### config.mk
export PLATFORM = sky130hd
export DESIGN_NAME = touch_pad_wipe_detector_unit
export DESIGN_NICKNAME = d
export VERILOG_FILES = /design/src/twpd_pkg.sv /design/src/twpd_front.sv /design/src/twpd_queue.sv /design/src/twpd_back.sv /design/src/touch_pad_wipe_detector_unit.sv
export SDC_FILE = /design/constraint.sdc
export NUM_CORES = 1
export LEC_CHECK = 0
export ABC_AREA = 1
export ABC_CLOCK_PERIOD_IN_PS = 4000
export BUFFER_PORTS_ARGS = -buffer_cell sky130_fd_sc_hd__buf_4
export CAP_MARGIN = 0
export CORE_MARGIN = 4
export CORE_UTILIZATION = 52
export DETAILED_ROUTE_END_ITERATION = 6
export PLACE_DENSITY = 0.71
export SLEW_MARGIN = 20
export SYNTH_ARGS = -nofsm -noshare
export SYNTH_HDL_FRONTEND = slang
export SYNTH_HIERARCHICAL = 1
export SYNTH_SLANG_ARGS = --single-unit
### constraint.sdc
create_clock -name clock -period 4 [get_ports clock]
set_clock_uncertainty 0.2 [all_clocks]
set_input_delay 0.2 -clock clock [delete_from_list [all_inputs] [get_ports clock]]
set_output_delay 0.2 -clock clock [all_outputs]
set_load 0.005 [all_outputs]
### src/twpd_pkg.sv
// Shared types, codes and the pad neighbor table of the wipe detector.
package twpd_pkg;

   // Wipe edge codes
   localparam logic [1:0] EDGE_LEFT   = 2'd0;
   localparam logic [1:0] EDGE_TOP    = 2'd1;
   localparam logic [1:0] EDGE_BOTTOM = 2'd2;
   localparam logic [1:0] EDGE_RIGHT  = 2'd3;

   // Rotation sense codes
   localparam logic DIR_CW  = 1'b0;
   localparam logic DIR_ACW = 1'b1;

   localparam int PADS        = 4;
   localparam int SLOTS       = 8;   // two neighbor checks per pad
   localparam int QUEUE_DEPTH = 4;

   localparam logic [7:0] LIMIT_RESET = 8'd20;

   typedef struct packed {
      logic       face;
      logic [3:0] pad_bits;
   } req_type;

   typedef struct packed {
      logic       event_face;
      logic [1:0] edge_res;
      logic       direction;
      logic       last_event;
   } rsp_type;

   // One classified request: face and the neighbor checks that fired
   typedef struct packed {
      logic                   face;
      logic [SLOTS-1:0] fire;
   } entry_type;

   typedef struct packed {
      logic [1:0] pad;
      logic [1:0] edge_code;
      logic       dir;
   } nb_type;

   // Slot s checks neighbor (s & 1) of pad (s >> 1)
   function automatic nb_type nb_lookup(input logic [2:0] slot);
      nb_type nb;
      case (slot)
         3'd0:    nb = '{pad: 2'd1, edge_code: EDGE_LEFT,   dir: DIR_ACW};
         3'd1:    nb = '{pad: 2'd2, edge_code: EDGE_TOP,    dir: DIR_CW};
         3'd2:    nb = '{pad: 2'd0, edge_code: EDGE_LEFT,   dir: DIR_CW};
         3'd3:    nb = '{pad: 2'd3, edge_code: EDGE_BOTTOM, dir: DIR_ACW};
         3'd4:    nb = '{pad: 2'd0, edge_code: EDGE_TOP,    dir: DIR_ACW};
         3'd5:    nb = '{pad: 2'd3, edge_code: EDGE_RIGHT,  dir: DIR_CW};
         3'd6:    nb = '{pad: 2'd1, edge_code: EDGE_BOTTOM, dir: DIR_CW};
         3'd7:    nb = '{pad: 2'd2, edge_code: EDGE_RIGHT,  dir: DIR_ACW};
         default: nb = '{pad: 2'd0, edge_code: EDGE_LEFT,   dir: DIR_CW};
      endcase
      return nb;
   endfunction

endpackage

### src/twpd_front.sv
// Front end: release counters per face and classification of each request.
module twpd_front #(
   parameter int NUM_FACES = 2
) (
   input  logic                clock,
   input  logic                reset,
   input  logic                accept,
   input  twpd_pkg::req_type   req,
   input  logic [7:0]          limit,
   output logic                push,
   output twpd_pkg::entry_type entry
);
   import twpd_pkg::*;

   logic [PADS-1:0][7:0] cnt_ff [NUM_FACES];
   logic [PADS-1:0][7:0] cnt_cur;
   logic [PADS-1:0][7:0] cnt_in;
   logic [SLOTS-1:0]     fire;
   logic                 face_ok;

   assign face_ok = (int'(req.face) < NUM_FACES);

   // Select the counters of the addressed face
   always_comb begin
      cnt_cur = '1;
      for (int f = 0; f < NUM_FACES; f++) begin
         if (int'(req.face) == f) begin
            cnt_cur = cnt_ff[f];
         end
      end
   end

   // Advance counters, then walk the neighbor checks in order
   always_comb begin
      logic [PADS-1:0] done;
      nb_type          nb;
      for (int p = 0; p < PADS; p++) begin
         if (req.pad_bits[p]) begin
            cnt_in[p] = 8'd0;
         end else if (cnt_cur[p] < limit) begin
            cnt_in[p] = cnt_cur[p] + 8'd1;
         end else begin
            cnt_in[p] = cnt_cur[p];
         end
         done[p] = (cnt_in[p] >= limit);
      end
      fire = '0;
      for (int s = 0; s < SLOTS; s++) begin
         nb = nb_lookup(3'(s));
         if (req.pad_bits[s / 2] && !done[nb.pad]) begin
            fire[s]        = 1'b1;
            done[nb.pad]   = 1'b1;
            cnt_in[nb.pad] = limit;
         end
      end
   end

   // Queue only requests that raise at least one event
   assign push       = accept && face_ok && (fire != '0);
   assign entry.face = req.face;
   assign entry.fire = fire;

   // Hold counters; update the addressed face on each accepted request
   always_ff @(posedge clock) begin
      for (int f = 0; f < NUM_FACES; f++) begin
         if (reset) begin
            cnt_ff[f] <= '1;
         end else if (accept && face_ok && int'(req.face) == f) begin
            cnt_ff[f] <= cnt_in;
         end
      end
   end

endmodule

### src/twpd_queue.sv
// Short queue of classified requests between front and back end.
module twpd_queue (
   input  logic                clock,
   input  logic                reset,
   input  logic                push,
   input  twpd_pkg::entry_type push_entry,
   output logic                full,
   input  logic                pop,
   output twpd_pkg::entry_type pop_entry,
   output logic                empty
);
   import twpd_pkg::*;

   localparam int PTR_W = $clog2(QUEUE_DEPTH);
   localparam int CNT_W = $clog2(QUEUE_DEPTH + 1);

   entry_type        slot_ff [QUEUE_DEPTH];
   logic [PTR_W-1:0] wr_ptr_ff;
   logic [PTR_W-1:0] rd_ptr_ff;
   logic [CNT_W-1:0] count_ff;
   logic [CNT_W-1:0] count_in;

   assign full      = (count_ff == CNT_W'(QUEUE_DEPTH));
   assign empty     = (count_ff == '0);
   assign pop_entry = slot_ff[rd_ptr_ff];

   // Track fill level
   always_comb begin
      count_in = count_ff;
      if (push && !pop) begin
         count_in = count_ff + CNT_W'(1);
      end else if (pop && !push) begin
         count_in = count_ff - CNT_W'(1);
      end
   end

   // Advance pointers and hold fill level
   always_ff @(posedge clock) begin
      if (reset) begin
         wr_ptr_ff <= '0;
         rd_ptr_ff <= '0;
         count_ff  <= '0;
      end else begin
         if (push) begin
            wr_ptr_ff <= wr_ptr_ff + PTR_W'(1);
         end
         if (pop) begin
            rd_ptr_ff <= rd_ptr_ff + PTR_W'(1);
         end
         count_ff <= count_in;
      end
   end

   // Store entries
   always_ff @(posedge clock) begin
      if (push) begin
         slot_ff[wr_ptr_ff] <= push_entry;
      end
   end

endmodule

### src/twpd_back.sv
// Back end: hands out the events of one classified request, one per cycle while rsp_pop is high.
module twpd_back (
   input  logic                clock,
   input  logic                reset,
   input  logic                q_empty,
   input  twpd_pkg::entry_type q_entry,
   output logic                q_pop,
   input  logic                rsp_pop,
   output logic                rsp_empty,
   output twpd_pkg::rsp_type   rsp_data
);
   import twpd_pkg::*;

   logic             cur_valid_ff;
   logic             cur_valid_in;
   logic             cur_face_ff;
   logic             cur_face_in;
   logic [SLOTS-1:0] cur_fire_ff;
   logic [SLOTS-1:0] cur_fire_in;
   logic [2:0]       sel;
   logic             last;
   logic             take;
   nb_type           nb;

   // Pick the lowest-numbered pending event slot
   always_comb begin
      sel = '0;
      for (int s = SLOTS - 1; s >= 0; s--) begin
         if (cur_fire_ff[s]) begin
            sel = 3'(s);
         end
      end
   end

   assign last  = ((cur_fire_ff & (cur_fire_ff - SLOTS'(1))) == '0);
   assign take  = cur_valid_ff && rsp_pop;
   assign q_pop = !q_empty && (!cur_valid_ff || (take && last));

   // Load next request, drop served events
   always_comb begin
      cur_valid_in = cur_valid_ff;
      cur_face_in  = cur_face_ff;
      cur_fire_in  = cur_fire_ff;
      if (q_pop) begin
         cur_valid_in = 1'b1;
         cur_face_in  = q_entry.face;
         cur_fire_in  = q_entry.fire;
      end else if (take && last) begin
         cur_valid_in = 1'b0;
      end else if (take) begin
         cur_fire_in[sel] = 1'b0;
      end
   end

   always_ff @(posedge clock) begin
      if (reset) begin
         cur_valid_ff <= 1'b0;
      end else begin
         cur_valid_ff <= cur_valid_in;
      end
      cur_face_ff <= cur_face_in;
      cur_fire_ff <= cur_fire_in;
   end

   // Drive the result outputs
   assign nb                  = nb_lookup(sel);
   assign rsp_empty           = !cur_valid_ff;
   assign rsp_data.event_face = cur_face_ff;
   assign rsp_data.edge_res   = nb.edge_code;
   assign rsp_data.direction  = nb.dir;
   assign rsp_data.last_event = last;

endmodule

### src/touch_pad_wipe_detector_unit.sv
// Top level of the touch pad wipe detector: front end, queue, back end.
// An accepted request goes to a queue slot, then to the back-end current register,
// which shows its first event on rsp_*. One request per cycle while not full; events
// leave one per cycle while rsp_pop is high, and the four-entry queue absorbs bursts.
// Reset: counters read all ones (no pad recently released), limit returns to 20,
// queue and result stage empty. No clearing pass.
module touch_pad_wipe_detector_unit #(
   parameter int NUM_FACES = 2
) (
   input  logic              clock,
   input  logic              reset,
   input  logic              req_push,
   output logic              req_full,
   input  twpd_pkg::req_type req_data,
   output logic              rsp_empty,
   input  logic              rsp_pop,
   output twpd_pkg::rsp_type rsp_data,
   input  logic              csr_we,
   input  logic [7:0]        csr_wdata
);
   import twpd_pkg::*;

   logic [7:0] limit_ff;
   logic       accept;
   logic       q_push;
   logic       q_full;
   logic       q_pop;
   logic       q_empty;
   entry_type  q_in;
   entry_type  q_out;

   // Hold the limit register
   always_ff @(posedge clock) begin
      if (reset) begin
         limit_ff <= LIMIT_RESET;
      end else if (csr_we) begin
         limit_ff <= csr_wdata;
      end
   end

   assign req_full = q_full;
   assign accept   = req_push && !q_full;

   twpd_front #(
      .NUM_FACES(NUM_FACES)
   ) u_front (
      .clock (clock),
      .reset (reset),
      .accept(accept),
      .req   (req_data),
      .limit (limit_ff),
      .push  (q_push),
      .entry (q_in)
   );

   twpd_queue u_queue (
      .clock     (clock),
      .reset     (reset),
      .push      (q_push),
      .push_entry(q_in),
      .full      (q_full),
      .pop       (q_pop),
      .pop_entry (q_out),
      .empty     (q_empty)
   );

   twpd_back u_back (
      .clock    (clock),
      .reset    (reset),
      .q_empty  (q_empty),
      .q_entry  (q_out),
      .q_pop    (q_pop),
      .rsp_pop  (rsp_pop),
      .rsp_empty(rsp_empty),
      .rsp_data (rsp_data)
   );

   // Never push into a full queue
   assert property (@(posedge clock) disable iff (reset) q_push |-> !q_full)
      else $error("push into full queue");

   // Only requests with events are queued
   assert property (@(posedge clock) disable iff (reset) q_push |-> (q_in.fire != '0))
      else $error("queued request without events");

   // Never pop an empty queue
   assert property (@(posedge clock) disable iff (reset) q_pop |-> !q_empty)
      else $error("pop from empty queue");

   // A limit write lands on the next cycle
   assert property (@(posedge clock) disable iff (reset)
                    csr_we |=> (limit_ff == $past(csr_wdata)))
      else $error("limit write lost");

endmodule

==> results of run 1 <==
==> routing by layer <==
layer	routed length [microns]	share of wire	GRT usage
met1	11000	0.39	0.332
met2	13700	0.49	0.455
met3	2010	0.072	0.0483
met4	1220	0.044	0.119
met5	0	0	0
==> registers in the layout, summed over array words and instances, names as in the netlist, named ones only <==
signal	cells
limit_ff	8
u_back/cur_face_ff	1
u_back/cur_fire_ff	8
u_back/cur_valid_ff	1
u_front/cnt_ff	64
u_queue/count_ff	3
u_queue/rd_ptr_ff	2
u_queue/slot_ff	36
u_queue/wr_ptr_ff	2
==> power by group through the flow <==
stage / Clock (uW) / Combinational, uW / Sequential, uW
final: 1550 / 2410 / 1840
after global routing: 1630 / 2650 / 1860
after CTS: 1550 / 2140 / 1840
after detailed placement: 0 / 2010 / 1860
after global placement: 0 / 1950 / 1850
after floorplan: 0 / 1400 / 1810
==> critical path, delay by kind of cell, from the launching register on <==
family | cells | cell delay, ps
AO/OA/AOI/OAI | 4 | 720
AND/OR/NAND/NOR | 14 | 1450
buffers and inverters | 5 | 500
adder cells (fa/ha/maj) | 4 | 1020
flip-flops | 1 | 380
==> cells in the final DEF, fill, tap and decap left out, types with 27 or more instances in the layout <==
cell      instances
nand2_1         262
nor2_2           27
nand3_1         134
a21oi_1          28
ha_1             63
buf_4           197
inv_1            93
nor2_1           49
nand2_2          60
edfxtp_1        109
==> cell type report <==
type                       count  area share
clock buffer                  21      0.0376
timing repair buffer         237       0.163
sequential                   127       0.297
clock inverter                11      0.0107
multi-input combinational    821       0.431
tap                          220      0.0225
inverter                     116      0.0376
==> metrics by stage <==
| step | instances | hold WS (ps) | util |
|---|---|---|---|
| after floorplan | 1093 | 69.1 | - |
| final | 1553 | 101 | 0.733 |
| after global placement | 1445 | 213 | 0.623 |
| after global routing | 1553 | 96.8 | 0.733 |
| after detailed placement | 1445 | 212 | 0.623 |
| after CTS | 1540 | 68.9 | 0.700 |
==> how the worst min path moves through the flow <==
stage,cells past startpoint,end,start
after floorplan,1,u_back/cur_valid_ff,reset
after global placement,3,limit_ff[4],csr_wdata[4]
after detailed placement,3,limit_ff[4],csr_wdata[4]
after CTS,3,u_queue/slot_ff[2][8],req_data[4]
after global routing,3,u_queue/slot_ff[1][8],req_data[4]
final,3,u_queue/slot_ff[1][8],req_data[4]
==> cell usage after synthesis, types with 5 or more instances <==
cell type,instances
nand2_4,11
nand2_2,32
o22ai_2,9
nor2_4,5
buf_6,7
edfxtp_1,109
and3_1,7
ha_1,73
inv_1,109
nand2_1,303
clkbuf_1,13
nor2_1,60
o21ai_0,33
a21oi_1,51
nand3_1,150
nor2_2,19
dfxtp_1,18
buf_4,5
nor3_1,5
xor2_1,12
nand4_1,22
==> cells by family (layout without fill, tap and decap cells) <==
logic type                 count (synthesis)  after routing  share of synthesized area
adders and majority gates                 74             74                      0.104
xor gates and xnor gates                  13             13                     0.0127
AOI/OAI and AO/OA                        113            113                     0.0817
and+or+nand+nor                          621            621                      0.321
DFF                                      127            127                      0.406
buffers and inverters                    145            385                     0.0741
==> repair_timing <==
item | in CTS | in global routing
setup endpoints to repair | 39 | 85
buffers inserted | 37 | 14
pin swaps | 31 | 46
gates resized for setup | 50 | 102
cloned | 1 | 1
hold buffers | 25 | 0
hold endpoints to repair | 10 | 0
==> impl_metrics.ini, run 1 <==
[final_layout]
area_delta_synth_final_pct = 36.8
nNetsFinal = 1412
fill_cells = 1162
drive_gt1_frac = 0.352
multiInputGateArea_sq_mm = 0.00528
diodes = 0
seq_area_sq_mm = 0.00363
final_cell_area_sq_mm = 0.0122

[place]
port_buffers = 24
place_congestion = 0.978
dp_hpwl_microns = 17900
place_ws_ps = -491
post_dp_cell_area_sq_mm = 0.0104

[yosys]
synth.yosys.seq_area_share = 0.406
syn-cell-area_sq_mm = 0.00894
synth_area_per_cell_sq_um = 8.18
ys_top_cells_by_area = edfxtp_1 37%, nand2_1 13%, ha_1 10%, nand3_1 8.4%, inv_1 4.6%
syn_nets = 1185
yosysTopAreaCellShare = 0.366
synthArstFlopShare = 0
ys_seq_elements = 127
synth_cells = 1093
synth-edff-count = 109
yosysUniqueCellTypes = 40
synthFlopType = edfxtp_1
synth_largest_area_cell = edfxtp_1
ys_warn_count = 6

[sta]
max_freq_mhz = 231
relSlewSlack = 0.463
report.final.slew_viol_count = 0
period_share = 1.08
layout_min_cycle_time_ps = 4340
setup_viol = 61
final-hold-violation-count = 0
final.setup.tns_ps = -8470
worst_pin_slew_ps = 804
rsz0062_at_grt = true
setup_ws_ps = -336

[pwr]
combPwrFrac = 0.416
peakVddDrop_mv = 0.377
switching_share = 0.373
power_uw = 5800
p_leak_uw = 0.00549
seqPwrFrac = 0.317
power.density_mw_per_mm2 = 474
p_switching_uw = 2170
p_int_uw = 3640
clockPowerShare = 0.267

[floorplan]
start_util = 0.536
die_x_microns = 139
die_h_microns = 139
rows = 47
pin_count = 25
dieArea_sq_mm = 0.0194
core_area_sq_mm = 0.0167

[clock_tree]
cts_buffer_depth = 2
root_buffer = clkbuf_16
cts_tree = built
cts_buffers = 17
clk_pin_slew_ps = 60
insertion_delay_ps = 420
clkSinkCount = 127
cts.htree.levels = 4

[global_routing]
grt_max_degree = 33
gr-total-overflow = 0
grt_pass1_vias = 8284
antenna_found_initial = 0
grt_pass1_wl_microns = 41300
grt_use_total = 0.267

[critical_path]
crit_end = u_queue/count_ff[2]
cpMaxStageDelayCell = edfxtp_1
crit_path_end_kind = register
cp.required_ps = 4160
cp_slowest_stage_delay_ps = 380
reg2reg_slack_ps = -340
crit_arrival_ps = 4490
reg2regPathDepth = 27
critPathLaunch = u_front/cnt_ff[1][15]
cpMostUsedCell = nand2_1
start_kind = register
r2r_start = u_front/cnt_ff[1][15]
critPathMaxFanout = 8
reg2reg_to = u_queue/count_ff[2]
worstSetupPathType = register to register

[route]
drc = 0
antenna_left = 0
drtIter0Drc = 682
drt_first_pass_iters = 5
wl_per_cell_microns = 18.0
finalWirelength_microns = 27900
vias_per_cell = 5.66
vias = 8789

[status]
violations = negative setup slack
outcome = finished, violations left

[hold_path]
hp-class = input pin to register

[run]
max-cap-violations = 0
(Power assumes the default switching activity.)
==> run 2, diff against run 1 <==
Settings changed: CAP_MARGIN 0 to 20, RECOVER_POWER set to 100.
==> run 2 against run 1 <==
Against the previous run: the run ends with max-capacitance violations, max-slew violations, negative setup slack left; non-clock buffer count stayed put; maximum frequency is 0.37% lower; flip-flop and latch count stayed put; critical path type unchanged; critical endpoint unchanged; highest routed layer unchanged.
==> impl_metrics.ini, run 2 (same netlist as run 1, synthesis figures left out) <==
[status]
outcome = finished, violations left
violations = max-capacitance violations, max-slew violations, negative setup slack

[sta]
max_freq_mhz = 230
relSlewSlack = -0.527
period_share = 1.09
layout_min_cycle_time_ps = 4350
worst_pin_slew_ps = 2270
report.final.slew_viol_count = 17
setup_ws_ps = -352
whs_ps = 200
final-hold-violation-count = 0
rsz0062_at_grt = true
setup_viol = 62

[global_routing]
grt_pass1_wl_microns = 41300
grt_pass1_vias = 8284
antenna_found_initial = 0
gr-total-overflow = 0
grt_max_degree = 33
grt_use_total = 0.267

[place]
numPlacedInstances = 1445
dp_hpwl_microns = 17900
port_buffers = 24
place_congestion = 0.978

[floorplan]
dieArea_sq_mm = 0.0194
rows = 47
start_util = 0.536
pin_count = 25
core_area_sq_mm = 0.0167
die_x_microns = 139
die_h_microns = 139

[pwr]
power.density_mw_per_mm2 = 474
p_leak_uw = 0.00545
peakVddDrop_mv = 0.376

[critical_path]
cpMostUsedCell = nand2_1
crit_arrival_ps = 4510
worstSetupPathType = register to register
reg2regPathDepth = 27
cp_slowest_stage_delay_ps = 380
start_kind = register
cp.required_ps = 4160
cpMaxStageDelayCell = edfxtp_1
critPathMaxFanout = 8
reg2reg_slack_ps = -350
crit_path_end_kind = register

[clock_tree]
cts_tree = built
insertion_delay_ps = 420
cts_buffer_depth = 2
cts.htree.levels = 4
cts_buffers = 17
root_buffer = clkbuf_16
clkSinkCount = 127
clk_pin_slew_ps = 60

[route]
vias = 8777
wl_per_cell_microns = 18.1
vias_per_cell = 5.65
drtIter0Drc = 703
antenna_left = 0
finalWirelength_microns = 28100
drt_first_pass_iters = 5
drc = 0

[final_layout]
final_common_cell = nand2_1
largestRegisters = u_front/cnt_ff (64), u_queue/slot_ff (36)
mostFrequentLayoutCells = 264 x nand2_1, 184 x buf_4, 134 x nand3_1
drive_gt1_frac = 0.344
final_cells = 1553
largest_reg_flops = 64
diodes = 0
top_register = u_front/cnt_ff
area_delta_synth_final_pct = 35.9
nNetsFinal = 1412

[run]
max-cap-violations = 1

[hold_path]
hp-class = input pin to register
whs_path_depth = 3
[run 2: critical path, delay by kind of cell, from the launching register on]
| kind | cells | cell delay (ps) |
|---|---|---|
| AND/OR/NAND/NOR | 14 | 1450 |
| adder cells (fa/ha/maj) | 4 | 1030 |
| AO/OA/AOI/OAI | 4 | 720 |
| buffers and inverters | 5 | 510 |
| flip-flops | 1 | 380 |
[run 2: what timing repair did]
item | CTS | global route
hold endpoints to repair | 10 | 0
hold buffers | 25 | 0
setup buffers | 37 | 14
pin swaps | 31 | 46
endpoints found under the setup margin | 39 | 85
resized for setup | 50 | 102
gates cloned | 1 | 1
[run 2: where the power goes]
part,internal (uW),leakage (uW),switching (uW)
combinational,966,0.00410,1410
clock,958,0.000283,590
sequential,1690,0.00107,148
[run 2: layer usage]
| metal | track usage | up-vias | routed length, microns |
|---|---|---|---|
| met2 | 0.455 | 441 | 13800 |
| li1 | - | 4164 | - |
| met5 | 0 | - | 0 |
| met3 | 0.0483 | 96 | 2150 |
| met4 | 0.119 | 0 | 1200 |
| met1 | 0.332 | 4076 | 10900 |
[run 2: path summary, 6_finish.rpt]
path                    startpoint                     to
max          u_front/cnt_ff[1][15]    u_queue/count_ff[2]
min                    req_data[4]  u_queue/slot_ff[1][8]
max reg2reg  u_front/cnt_ff[1][15]    u_queue/count_ff[2]
min reg2reg   u_queue/rd_ptr_ff[1]   u_queue/rd_ptr_ff[1]
[run 2: layout make-up]
type                    count  area, sq um
inverters                 116          454
multi-input cells         821         5240
clock buffers              21          460
fillers                  1180         4550
well taps                 220          275
flip-flops and latches    127         3630
repair buffers            237         1960
clock inverters            11          131
[run 2: metrics by stage]
stage | util | worst slack [ps] | setup TNS (ps) | total power (uW) | cell area [sq um]
floorplan | - | -249 | -489 | 3220 | 9020
global placement | 0.623 | -444 | -6500 | 3800 | 10400
CTS | 0.700 | -118 | -216 | 5530 | 11700
finish | 0.728 | -352 | -9550 | 5760 | 12200
detailed placement | 0.623 | -491 | -9280 | 3870 | 10400
global route | 0.728 | -532 | -18150 | 6090 | 12200
